`config.mk`:
```
export PLATFORM = sky130hd
export DESIGN_NAME = multiband_envelope_peak_follower_core
export DESIGN_NICKNAME = d
export VERILOG_FILES = /design/src/mepf_pkg.sv /design/src/mepf_mac.sv /design/src/mepf_state.sv /design/src/multiband_envelope_peak_follower_core.sv
export SDC_FILE = /design/constraint.sdc
export NUM_CORES = 2
export LEC_CHECK = 0
export ABC_AREA = 1
export ABC_CLOCK_PERIOD_IN_PS = 16000
export BUFFER_PORTS_ARGS = -buffer_cell sky130_fd_sc_hd__buf_4
export CAP_MARGIN = 20
export CORE_MARGIN = 2
export CORE_UTILIZATION = 30
export DETAILED_ROUTE_END_ITERATION = 8
export SYNTH_ARGS = -nofsm -noshare
export SYNTH_HDL_FRONTEND = slang
export SYNTH_SLANG_ARGS = --single-unit
```
`constraint.sdc`:
```
create_clock -name i_clk -period 16 [get_ports i_clk]
set_input_delay 1.6 -clock i_clk [delete_from_list [all_inputs] [get_ports i_clk]]
set_output_delay 1.6 -clock i_clk [all_outputs]
set_load 0.02 [all_outputs]
```
`src/mepf_pkg.sv`:
```
// Types and constants shared by the envelope/peak follower modules.
// No dependencies.
`timescale 1ns / 1ps

package mepf_pkg;

    localparam int SAMPLE_BITS   = 24;
    localparam int LEVEL_BITS    = SAMPLE_BITS - 1;
    localparam int COEFF_BITS    = 16;
    localparam int MULB_BITS     = COEFF_BITS + 1;
    localparam int ACC_BITS      = LEVEL_BITS + MULB_BITS;
    localparam int HOLD_BITS     = 16;
    localparam int BAND_BITS     = 3;
    localparam int BANDS         = 8;
    localparam int CFG_IDX_BITS  = 4;
    localparam int CFG_DATA_BITS = 16;
    localparam int IN_DATA_BITS  = 24;
    localparam int OUT_DATA_BITS = 72;

    typedef logic [LEVEL_BITS-1:0]    t_level;
    typedef logic [COEFF_BITS-1:0]    t_coeff;
    typedef logic [MULB_BITS-1:0]     t_mulb;
    typedef logic [ACC_BITS-1:0]      t_acc;
    typedef logic [HOLD_BITS-1:0]     t_hold;
    typedef logic [BAND_BITS-1:0]     t_band;
    typedef logic [CFG_IDX_BITS-1:0]  t_cfg_idx;
    typedef logic [CFG_DATA_BITS-1:0] t_cfg_data;

    localparam t_mulb  COEFF_ONE   = t_mulb'(1) << COEFF_BITS;
    localparam t_acc   ROUND_HALF  = t_acc'(1) << (COEFF_BITS - 1);
    localparam t_level MAG_MAX     = {LEVEL_BITS{1'b1}};
    localparam int     SMOOTH_KEEP_I = ((19 << COEFF_BITS) + 10) / 20;
    localparam t_mulb  SMOOTH_KEEP = t_mulb'(SMOOTH_KEEP_I);
    localparam t_mulb  SMOOTH_TAKE = COEFF_ONE - SMOOTH_KEEP;

    localparam t_cfg_idx CFG_ATTACK  = 4'd0;
    localparam t_cfg_idx CFG_RELEASE = 4'd1;
    localparam t_cfg_idx CFG_HOLD    = 4'd2;
    localparam t_cfg_idx CFG_DECAY   = 4'd3;

    localparam t_coeff RST_ATTACK  = 16'd65000;
    localparam t_coeff RST_RELEASE = 16'd65500;
    localparam t_hold  RST_HOLD    = 16'd0;
    localparam t_coeff RST_DECAY   = 16'd65533;

    typedef struct packed {
        t_level env;
        t_level smooth;
        t_level peak;
        t_hold  hold;
    } t_state_rec;

    typedef struct packed {
        logic       en;
        t_band      band;
        t_state_rec rec;
    } t_state_wr;

    typedef struct packed {
        logic load;
        logic accum;
        logic round;
    } t_mac_ctrl;

endpackage

```
`src/mepf_mac.sv`:
```
// Shared multiply-accumulate unit with a registered accumulator.
// Depends on mepf_pkg.
`timescale 1ns / 1ps

module mepf_mac (
    input  logic               i_clk,
    input  mepf_pkg::t_mac_ctrl i_ctrl,
    input  mepf_pkg::t_level   i_a,
    input  mepf_pkg::t_mulb    i_b,
    output mepf_pkg::t_acc     o_acc
);

    mepf_pkg::t_acc r_acc;
    mepf_pkg::t_acc n_acc;
    mepf_pkg::t_acc w_prod;

    assign w_prod = mepf_pkg::t_acc'(i_a) * mepf_pkg::t_acc'(i_b);

    always_comb begin
        n_acc = (i_ctrl.accum ? r_acc : '0) + w_prod
              + (i_ctrl.round ? mepf_pkg::ROUND_HALF : '0);
    end

    always_ff @(posedge i_clk) begin
        if (i_ctrl.load) begin
            r_acc <= n_acc;
        end
    end

    assign o_acc = r_acc;

endmodule

```
`src/mepf_state.sv`:
```
// Per-band follower state: envelope, smoothed level, peak and hold count.
// Depends on mepf_pkg.
`timescale 1ns / 1ps

module mepf_state (
    input  logic                  i_clk,
    input  logic                  i_rst_n,
    input  mepf_pkg::t_band       i_rd_band,
    output mepf_pkg::t_state_rec  o_rd_rec,
    input  mepf_pkg::t_state_wr   i_wr
);

    mepf_pkg::t_state_rec r_mem [mepf_pkg::BANDS];

    always_ff @(posedge i_clk) begin
        if (!i_rst_n) begin
            for (int i = 0; i < mepf_pkg::BANDS; i++) begin
                r_mem[i] <= '0;
            end
        end else if (i_wr.en) begin
            r_mem[i_wr.band] <= i_wr.rec;
        end
    end

    assign o_rd_rec = r_mem[i_rd_band];

endmodule

```
`src/multiband_envelope_peak_follower_core.sv`:
```
// Top level of the multiband envelope follower with peak hold.
// Depends on mepf_pkg, mepf_mac, mepf_state.
//
// channel   dir  handshake                      payload
// s_axis    in   s_axis_tvalid / s_axis_tready  tuser band, tdata sample
// m_axis    out  m_axis_tvalid / m_axis_tready  tuser band, tdata levels
// cfg       in   i_cfg_valid / o_cfg_ready      i_cfg_index, i_cfg_data
//
// A request steps through accept, five passes through the shared
// multiply-accumulate unit (attack/release filter, smoothing, peak decay),
// then write-back. s_axis_tready is high only in the idle state.
// Write-back waits while the output register holds an untaken result.
// Reset is synchronous and clears all band state; config is always ready.
`timescale 1ns / 1ps

module multiband_envelope_peak_follower_core (
    input  logic        i_clk,
    input  logic        i_rst_n,
    input  logic        s_axis_tvalid,
    output logic        s_axis_tready,
    input  logic [23:0] s_axis_tdata,   // [23:0] sample
    input  logic [2:0]  s_axis_tuser,   // [2:0] band
    output logic        m_axis_tvalid,
    input  logic        m_axis_tready,
    output logic [71:0] m_axis_tdata,   // [22:0] envelope_out, [45:23] smoothed_out,
                                        // [68:46] peak_out, [71:69] zero
    output logic [2:0]  m_axis_tuser,   // [2:0] band_out
    input  logic        i_cfg_valid,
    output logic        o_cfg_ready,
    input  logic [3:0]  i_cfg_index,
    input  logic [15:0] i_cfg_data
);

    typedef enum logic [2:0] {
        ST_IDLE,
        ST_ENV_A,
        ST_ENV_B,
        ST_SM_A,
        ST_SM_B,
        ST_PEAK,
        ST_WB
    } t_state;

    t_state                r_state;
    mepf_pkg::t_coeff      r_attack;
    mepf_pkg::t_coeff      r_release;
    mepf_pkg::t_hold       r_hold_len;
    mepf_pkg::t_coeff      r_decay;

    mepf_pkg::t_band       r_band;
    mepf_pkg::t_level      r_mag;
    mepf_pkg::t_state_rec  r_cur;
    mepf_pkg::t_level      r_env;
    mepf_pkg::t_level      r_smooth;

    logic                  r_out_valid;
    mepf_pkg::t_band       r_out_band;
    mepf_pkg::t_level      r_out_env;
    mepf_pkg::t_level      r_out_smooth;
    mepf_pkg::t_level      r_out_peak;

    logic [mepf_pkg::SAMPLE_BITS-1:0] w_abs;
    mepf_pkg::t_level      n_mag;
    mepf_pkg::t_state_rec  w_rd_rec;
    mepf_pkg::t_state_wr   w_wr;
    mepf_pkg::t_mac_ctrl   w_mac_ctrl;
    mepf_pkg::t_level      w_mac_a;
    mepf_pkg::t_mulb       w_mac_b;
    mepf_pkg::t_acc        w_acc;
    mepf_pkg::t_level      w_acc_hi;
    mepf_pkg::t_mulb       w_pole;
    logic                  w_out_free;

    // magnitude, most negative sample saturates
    always_comb begin
        w_abs = s_axis_tdata[mepf_pkg::SAMPLE_BITS-1]
              ? (~s_axis_tdata + mepf_pkg::SAMPLE_BITS'(1)) : s_axis_tdata;
        n_mag = w_abs[mepf_pkg::SAMPLE_BITS-1]
              ? mepf_pkg::MAG_MAX : w_abs[mepf_pkg::LEVEL_BITS-1:0];
    end

    assign w_pole   = (r_mag > r_cur.env) ? {1'b0, r_attack} : {1'b0, r_release};
    assign w_acc_hi = w_acc[mepf_pkg::COEFF_BITS +: mepf_pkg::LEVEL_BITS];

    always_comb begin
        w_mac_ctrl = '0;
        w_mac_a    = '0;
        w_mac_b    = '0;
        case (r_state)
            ST_ENV_A: begin
                w_mac_ctrl = '{load: 1'b1, accum: 1'b0, round: 1'b0};
                w_mac_a    = r_cur.env;
                w_mac_b    = w_pole;
            end
            ST_ENV_B: begin
                w_mac_ctrl = '{load: 1'b1, accum: 1'b1, round: 1'b1};
                w_mac_a    = r_mag;
                w_mac_b    = mepf_pkg::COEFF_ONE - w_pole;
            end
            ST_SM_A: begin
                w_mac_ctrl = '{load: 1'b1, accum: 1'b0, round: 1'b0};
                w_mac_a    = r_cur.smooth;
                w_mac_b    = mepf_pkg::SMOOTH_KEEP;
            end
            ST_SM_B: begin
                w_mac_ctrl = '{load: 1'b1, accum: 1'b1, round: 1'b1};
                w_mac_a    = r_env;
                w_mac_b    = mepf_pkg::SMOOTH_TAKE;
            end
            ST_PEAK: begin
                w_mac_ctrl = '{load: 1'b1, accum: 1'b0, round: 1'b0};
                w_mac_a    = r_cur.peak;
                w_mac_b    = {1'b0, r_decay};
            end
            default: begin
                w_mac_ctrl = '0;
            end
        endcase
    end

    assign w_out_free = !r_out_valid || m_axis_tready;

    // write-back record; accumulator holds the decayed peak here
    always_comb begin
        w_wr.en         = (r_state == ST_WB) && w_out_free;
        w_wr.band       = r_band;
        w_wr.rec.env    = r_env;
        w_wr.rec.smooth = r_smooth;
        if (r_mag >= r_cur.peak) begin
            w_wr.rec.peak = r_mag;
            w_wr.rec.hold = r_hold_len;
        end else if (r_cur.hold != '0) begin
            w_wr.rec.peak = r_cur.peak;
            w_wr.rec.hold = r_cur.hold - mepf_pkg::HOLD_BITS'(1);
        end else begin
            w_wr.rec.peak = w_acc_hi;
            w_wr.rec.hold = r_cur.hold;
        end
    end

    always_ff @(posedge i_clk) begin
        if (!i_rst_n) begin
            r_state     <= ST_IDLE;
            r_out_valid <= 1'b0;
            r_attack    <= mepf_pkg::RST_ATTACK;
            r_release   <= mepf_pkg::RST_RELEASE;
            r_hold_len  <= mepf_pkg::RST_HOLD;
            r_decay     <= mepf_pkg::RST_DECAY;
        end else begin
            if (i_cfg_valid) begin
                unique case (i_cfg_index)
                    mepf_pkg::CFG_ATTACK:  r_attack   <= i_cfg_data;
                    mepf_pkg::CFG_RELEASE: r_release  <= i_cfg_data;
                    mepf_pkg::CFG_HOLD:    r_hold_len <= i_cfg_data;
                    mepf_pkg::CFG_DECAY:   r_decay    <= i_cfg_data;
                    default: ;
                endcase
            end
            // write-back refills the output register itself
            if (r_out_valid && m_axis_tready && (r_state != ST_WB)) begin
                r_out_valid <= 1'b0;
            end
            unique case (r_state)
                ST_IDLE: begin
                    if (s_axis_tvalid) begin
                        r_band  <= s_axis_tuser;
                        r_mag   <= n_mag;
                        r_cur   <= w_rd_rec;
                        r_state <= ST_ENV_A;
                    end
                end
                ST_ENV_A: r_state <= ST_ENV_B;
                ST_ENV_B: r_state <= ST_SM_A;
                ST_SM_A: begin
                    r_env   <= w_acc_hi;
                    r_state <= ST_SM_B;
                end
                ST_SM_B: r_state <= ST_PEAK;
                ST_PEAK: begin
                    r_smooth <= w_acc_hi;
                    r_state  <= ST_WB;
                end
                ST_WB: begin
                    if (w_out_free) begin
                        r_out_valid  <= 1'b1;
                        r_out_band   <= r_band;
                        r_out_env    <= w_wr.rec.env;
                        r_out_smooth <= w_wr.rec.smooth;
                        r_out_peak   <= w_wr.rec.peak;
                        r_state      <= ST_IDLE;
                    end
                end
                default: r_state <= ST_IDLE;
            endcase
        end
    end

    mepf_state u_state (
        .i_clk     (i_clk),
        .i_rst_n   (i_rst_n),
        .i_rd_band (s_axis_tuser),
        .o_rd_rec  (w_rd_rec),
        .i_wr      (w_wr)
    );

    mepf_mac u_mac (
        .i_clk  (i_clk),
        .i_ctrl (w_mac_ctrl),
        .i_a    (w_mac_a),
        .i_b    (w_mac_b),
        .o_acc  (w_acc)
    );

    assign s_axis_tready = (r_state == ST_IDLE);
    assign o_cfg_ready   = 1'b1;
    assign m_axis_tvalid = r_out_valid;
    assign m_axis_tuser  = r_out_band;
    assign m_axis_tdata  = {3'b000, r_out_peak, r_out_smooth, r_out_env};

endmodule

```
==> results summary <==
The final hold violation count came out at 0. The level count of the clock H-tree is 3. Synthesis produced a netlist whose cell count is between 6000 and 7000. The number of input and output port buffers inserted came out at 125.

At the pin with the least slew margin, the transition time is roughly 1200 ps. The total length of routed met3 wires is between 15 and 20 mm. After filler insertion, the fill cell instance count of the layout stands at around 20000.

On the worst path, the slowest cell contributes a delay of 790 ps. The instance area at placement came out at between 0.06 and 0.07 mm^2. 130 I/O pins were placed. The total non-filler cell area in the finished layout came out at 0.0656 mm^2. The slowest stage of the critical path belongs to the cell sky130_fd_sc_hd__nand2_1. The routed wire length per instance is 22.3 um. The final RePlAce weighted congestion is 0.946. The number of non-filler instances in the completed layout is ~8700. The synthesized design contains 948 enable-type register cells.

The number of nets in the layout is 6597. The worst setup path is launched from a register. The via count of the first global-routing pass came out at 43700. The count of clock tree sinks is 1016. The total DRC errors in the routed layout is 0. The critical path is of the reg -> reg type. The total congestion overflow after global routing is 0. The number of routed nets with antenna violations is 0. The setup clock skew after layout is 61.4 ps. In this run the tightest slew margin relative to its limit is between 20% and 30%. Counting stages on the worst path, the most repeated cell is sky130_fd_sc_hd__nand2_1. The number of unique standard cell types used by synthesis came out at between 50 and 60.

TritonCTS built the clock tree. The site row count came out at about 160. In the final routing, the length of wire on met1 measures just under 80 mm. The total CTS buffers came out at ~100. The run finished with clean final reports. The tool flagged a number of max-cap violations equal to 0. The overall global routing resource usage is 19.2%. After synthesis the cells add up to around 0.059 mm^2. The post-CTS setup buffer count is 0. The initial cell density of the core came out at ~30%. The aggregate negative setup slack came out at 0 ps. After clock tree synthesis, the clock-pin slew on the worst setup and hold paths is around 70 ps.

The HPWL reported at the end of detailed placement is between 100 and 150 mm. The average footprint of a synthesized cell came out at 9.70 um^2. The largest vdd supply drop is a little over 0.1 mV. The floorplan step defined a die boundary enclosing approximately 0.20 mm^2.

Of the available clock period, the critical path in the final layout requires 60.9%. After detailed routing, no signal wire sits above met5. The path class of the tightest hold or removal check is reg -> reg. The synthesized design contains just over 1000 register bits. The sum of routed wire length over all layers came out at ~190 mm. The power per cell area is roughly 120 mW/mm^2. The detailed route wirelength on metal2 came out at approximately 90 mm. The global-route wire length before repair came out at 285 mm. The required time of the worst setup path came out at about 16000 ps. The number of antenna violations at the first check in global routing came out at 8.

The total number of vias came out at 43800. The total of cells resized after clock tree synthesis is 0. The iteration count of the initial detailed-routing pass is 8.

Setup repair after global routing left no endpoint under its margin. Entering global routing, the biggest net connects 175 pins. The die height came out at 446 um. The clock latency on the worst-skew pair is around 760 ps.

The growth of design area from synthesis to finish came out at 12.0%. The most common flop cell mapped by yosys is sky130_fd_sc_hd__edfxtp_1. The die width came out at around 450 um. After detailed routing, the number of vias per cell comes to just over 5. For this design, the CTS-stage hold fixing added 0 buffers.

The highest clock frequency the design can meet is about 100 MHz. For this block, the initial DRC count from the detailed router was between 4000 and 5000. The number of max-slew violations in the final report was 0.

The total of warnings raised by yosys came out at 0. Summing the sequential cell areas from Yosys gives around half of the chip area. In this run the standard cell core region covers around 0.2 mm^2. The critical path arrival came out at 10190 ps. The count of final setup violators came out at 0.

The final critical-path required period came out at ~9700 ps. The share of post-route cells with drive strength above 1 came out at under 10%. The total instance count after detailed placement came out at 8449.

The maximum buffer depth of the clock tree is 3. The async set-reset flop share out of synthesis is 0%. STA classifies the critical path endpoint as a register. The tree is rooted in a sky130_fd_sc_hd__clkbuf_16. For this design the static power due to leakage is approximately 0.027 uW.

The biggest fanout along the worst timing path is 26.
==> per-stage QoR <==
| stage | power [uW] | util [%] | worst slack [ps] | hold WS, ps |
|---|---|---|---|---|
| global placement | 5340 | 31.9 | 6540 | 443 |
| detailed placement | 5340 | 31.9 | 6470 | 450 |
| CTS | 7910 | 33.7 | 6340 | 460 |
| finish | 7890 | 33.8 | 6260 | 460 |
| global route | 8260 | 33.7 | 5500 | 485 |
| floorplan | 4590 | - | 2930 | 424 |
==> final cells by class <==
class	count	area, um^2	share of cell area [%]
Multi-Input combinational cell	3907	24500	37.4
Tap cell	2542	3180	4.85
Clock buffer	118	2700	4.11
Inverter	799	3040	4.63
Sequential cell	1016	29800	45.5
Antenna cell	4	10.0	0.0153
Clock inverter	77	835	1.27
Timing Repair Buffer	188	1470	2.24
==> worst max-delay path: cells and delay by family (launching register included) <==
kind | cells | cell delay, ps
buf+inv | 7 | 460
flops | 1 | 420
xor+xnor | 1 | 170
simple gates | 15 | 3580
compound gates | 5 | 730
fa+ha+maj | 9 | 4000
==> worst paths after layout <==
path	startpoint	to	slack [ps]	depth (start not counted)
max reg2reg	r_mag[18]	u_mac.o_acc[37]	6260	37
max	r_mag[18]	u_mac.o_acc[37]	6260	37
min reg2reg	r_decay[1]	r_decay[1]	460	2
min	r_decay[1]	r_decay[1]	460	2
==> flip-flops by register name, indices dropped and copies added, names as in the netlist, 3 cells and up <==
name	flops
u_state.r_mem	680
r_cur	85
u_mac.o_acc	39
r_env	23
r_mag	23
r_out_env	23
r_out_peak	23
r_out_smooth	23
r_smooth	23
r_attack	16
r_decay	16
r_hold_len	16
r_release	16
m_axis_tuser	3
r_band	3
r_state	3
==> layer usage <==
layer,up-vias,global-route usage [%]
met4,6,9.94
met5,-,0
met3,407,3.29
met2,1896,31.3
li1,19600,-
met1,21800,24.5
==> synth_stat cells (5+ instances only) <==
master,number,area share [%]
sky130_fd_sc_hd__nor3_1,28,0.24
sky130_fd_sc_hd__a221oi_1,25,0.37
sky130_fd_sc_hd__nor2_2,5,0.053
sky130_fd_sc_hd__fa_1,352,12
sky130_fd_sc_hd__o211ai_1,16,0.21
sky130_fd_sc_hd__nand3_1,105,0.90
sky130_fd_sc_hd__or2_2,10,0.11
sky130_fd_sc_hd__inv_1,783,5.0
sky130_fd_sc_hd__nor4_1,10,0.11
sky130_fd_sc_hd__o21ai_0,449,3.8
sky130_fd_sc_hd__xor2_1,40,0.60
sky130_fd_sc_hd__nor2_1,1461,9.4
sky130_fd_sc_hd__nand4_1,20,0.21
sky130_fd_sc_hd__nand3_2,6,0.10
sky130_fd_sc_hd__a31oi_1,90,0.96
sky130_fd_sc_hd__clkinv_1,6,0.038
sky130_fd_sc_hd__nand3b_1,8,0.10
sky130_fd_sc_hd__buf_1,23,0.15
sky130_fd_sc_hd__edfxtp_1,948,49
sky130_fd_sc_hd__clkbuf_1,258,1.7
sky130_fd_sc_hd__buf_2,24,0.21
sky130_fd_sc_hd__nand2_1,696,4.5
sky130_fd_sc_hd__o22ai_1,108,1.2
sky130_fd_sc_hd__buf_6,9,0.17
sky130_fd_sc_hd__a21oi_1,160,1.4
sky130_fd_sc_hd__xnor2_1,16,0.24
sky130_fd_sc_hd__nor2_4,14,0.27
sky130_fd_sc_hd__buf_4,5,0.064
sky130_fd_sc_hd__o21ai_1,36,0.31
sky130_fd_sc_hd__nand2_2,9,0.096
sky130_fd_sc_hd__and2_1,34,0.36
sky130_fd_sc_hd__ha_1,177,3.8
sky130_fd_sc_hd__inv_2,10,0.064
sky130_fd_sc_hd__dfxtp_1,68,2.3
==> report_power, final <==
part           internal, uW  total [uW]  switching [uW]
registers              3110        3250             139
clock network          1440        2560            1120
logic                   646        2080            1440
==> cell usage in the layout, fill, tap and decap left out, types with 10 or more instances in the layout <==
cell type / instances
sky130_fd_sc_hd__buf_4: 178
sky130_fd_sc_hd__a31oi_1: 90
sky130_fd_sc_hd__or2_2: 10
sky130_fd_sc_hd__nor2_1: 1457
sky130_fd_sc_hd__nor2_4: 16
sky130_fd_sc_hd__inv_1: 774
sky130_fd_sc_hd__nand2_4: 11
sky130_fd_sc_hd__nand4_1: 20
sky130_fd_sc_hd__o211ai_1: 16
sky130_fd_sc_hd__a221oi_1: 25
sky130_fd_sc_hd__xnor2_1: 16
sky130_fd_sc_hd__nand2_1: 688
sky130_fd_sc_hd__clkinv_2: 15
sky130_fd_sc_hd__o22ai_1: 108
sky130_fd_sc_hd__dfxtp_1: 68
sky130_fd_sc_hd__and2_1: 35
sky130_fd_sc_hd__edfxtp_1: 948
sky130_fd_sc_hd__xor2_1: 40
sky130_fd_sc_hd__fa_1: 352
sky130_fd_sc_hd__o21ai_0: 449
sky130_fd_sc_hd__bufinv_16: 14
sky130_fd_sc_hd__clkbuf_16: 106
sky130_fd_sc_hd__ha_1: 177
sky130_fd_sc_hd__nand3_1: 103
sky130_fd_sc_hd__a21oi_1: 160
sky130_fd_sc_hd__nor3_1: 26
sky130_fd_sc_hd__clkbuf_1: 12
sky130_fd_sc_hd__clkinv_1: 37
sky130_fd_sc_hd__o21ai_1: 36
==> cells by family (layout without fill, tap and decap cells) <==
logic type	after synthesis	in the layout	share of synthesized area, %
AOI/OAI and AO/OA	900	900	8.43
xor gates and xnor gates	56	56	0.837
adders and majority gates	529	529	15.8
buffers and inverters	1118	1182	7.36
DFF	1016	1016	50.9
muxes	1	1	0.0171
other	2	8	0.0128
and+or+nand+nor	2417	2417	16.6
(Power assumes the default switching activity.)
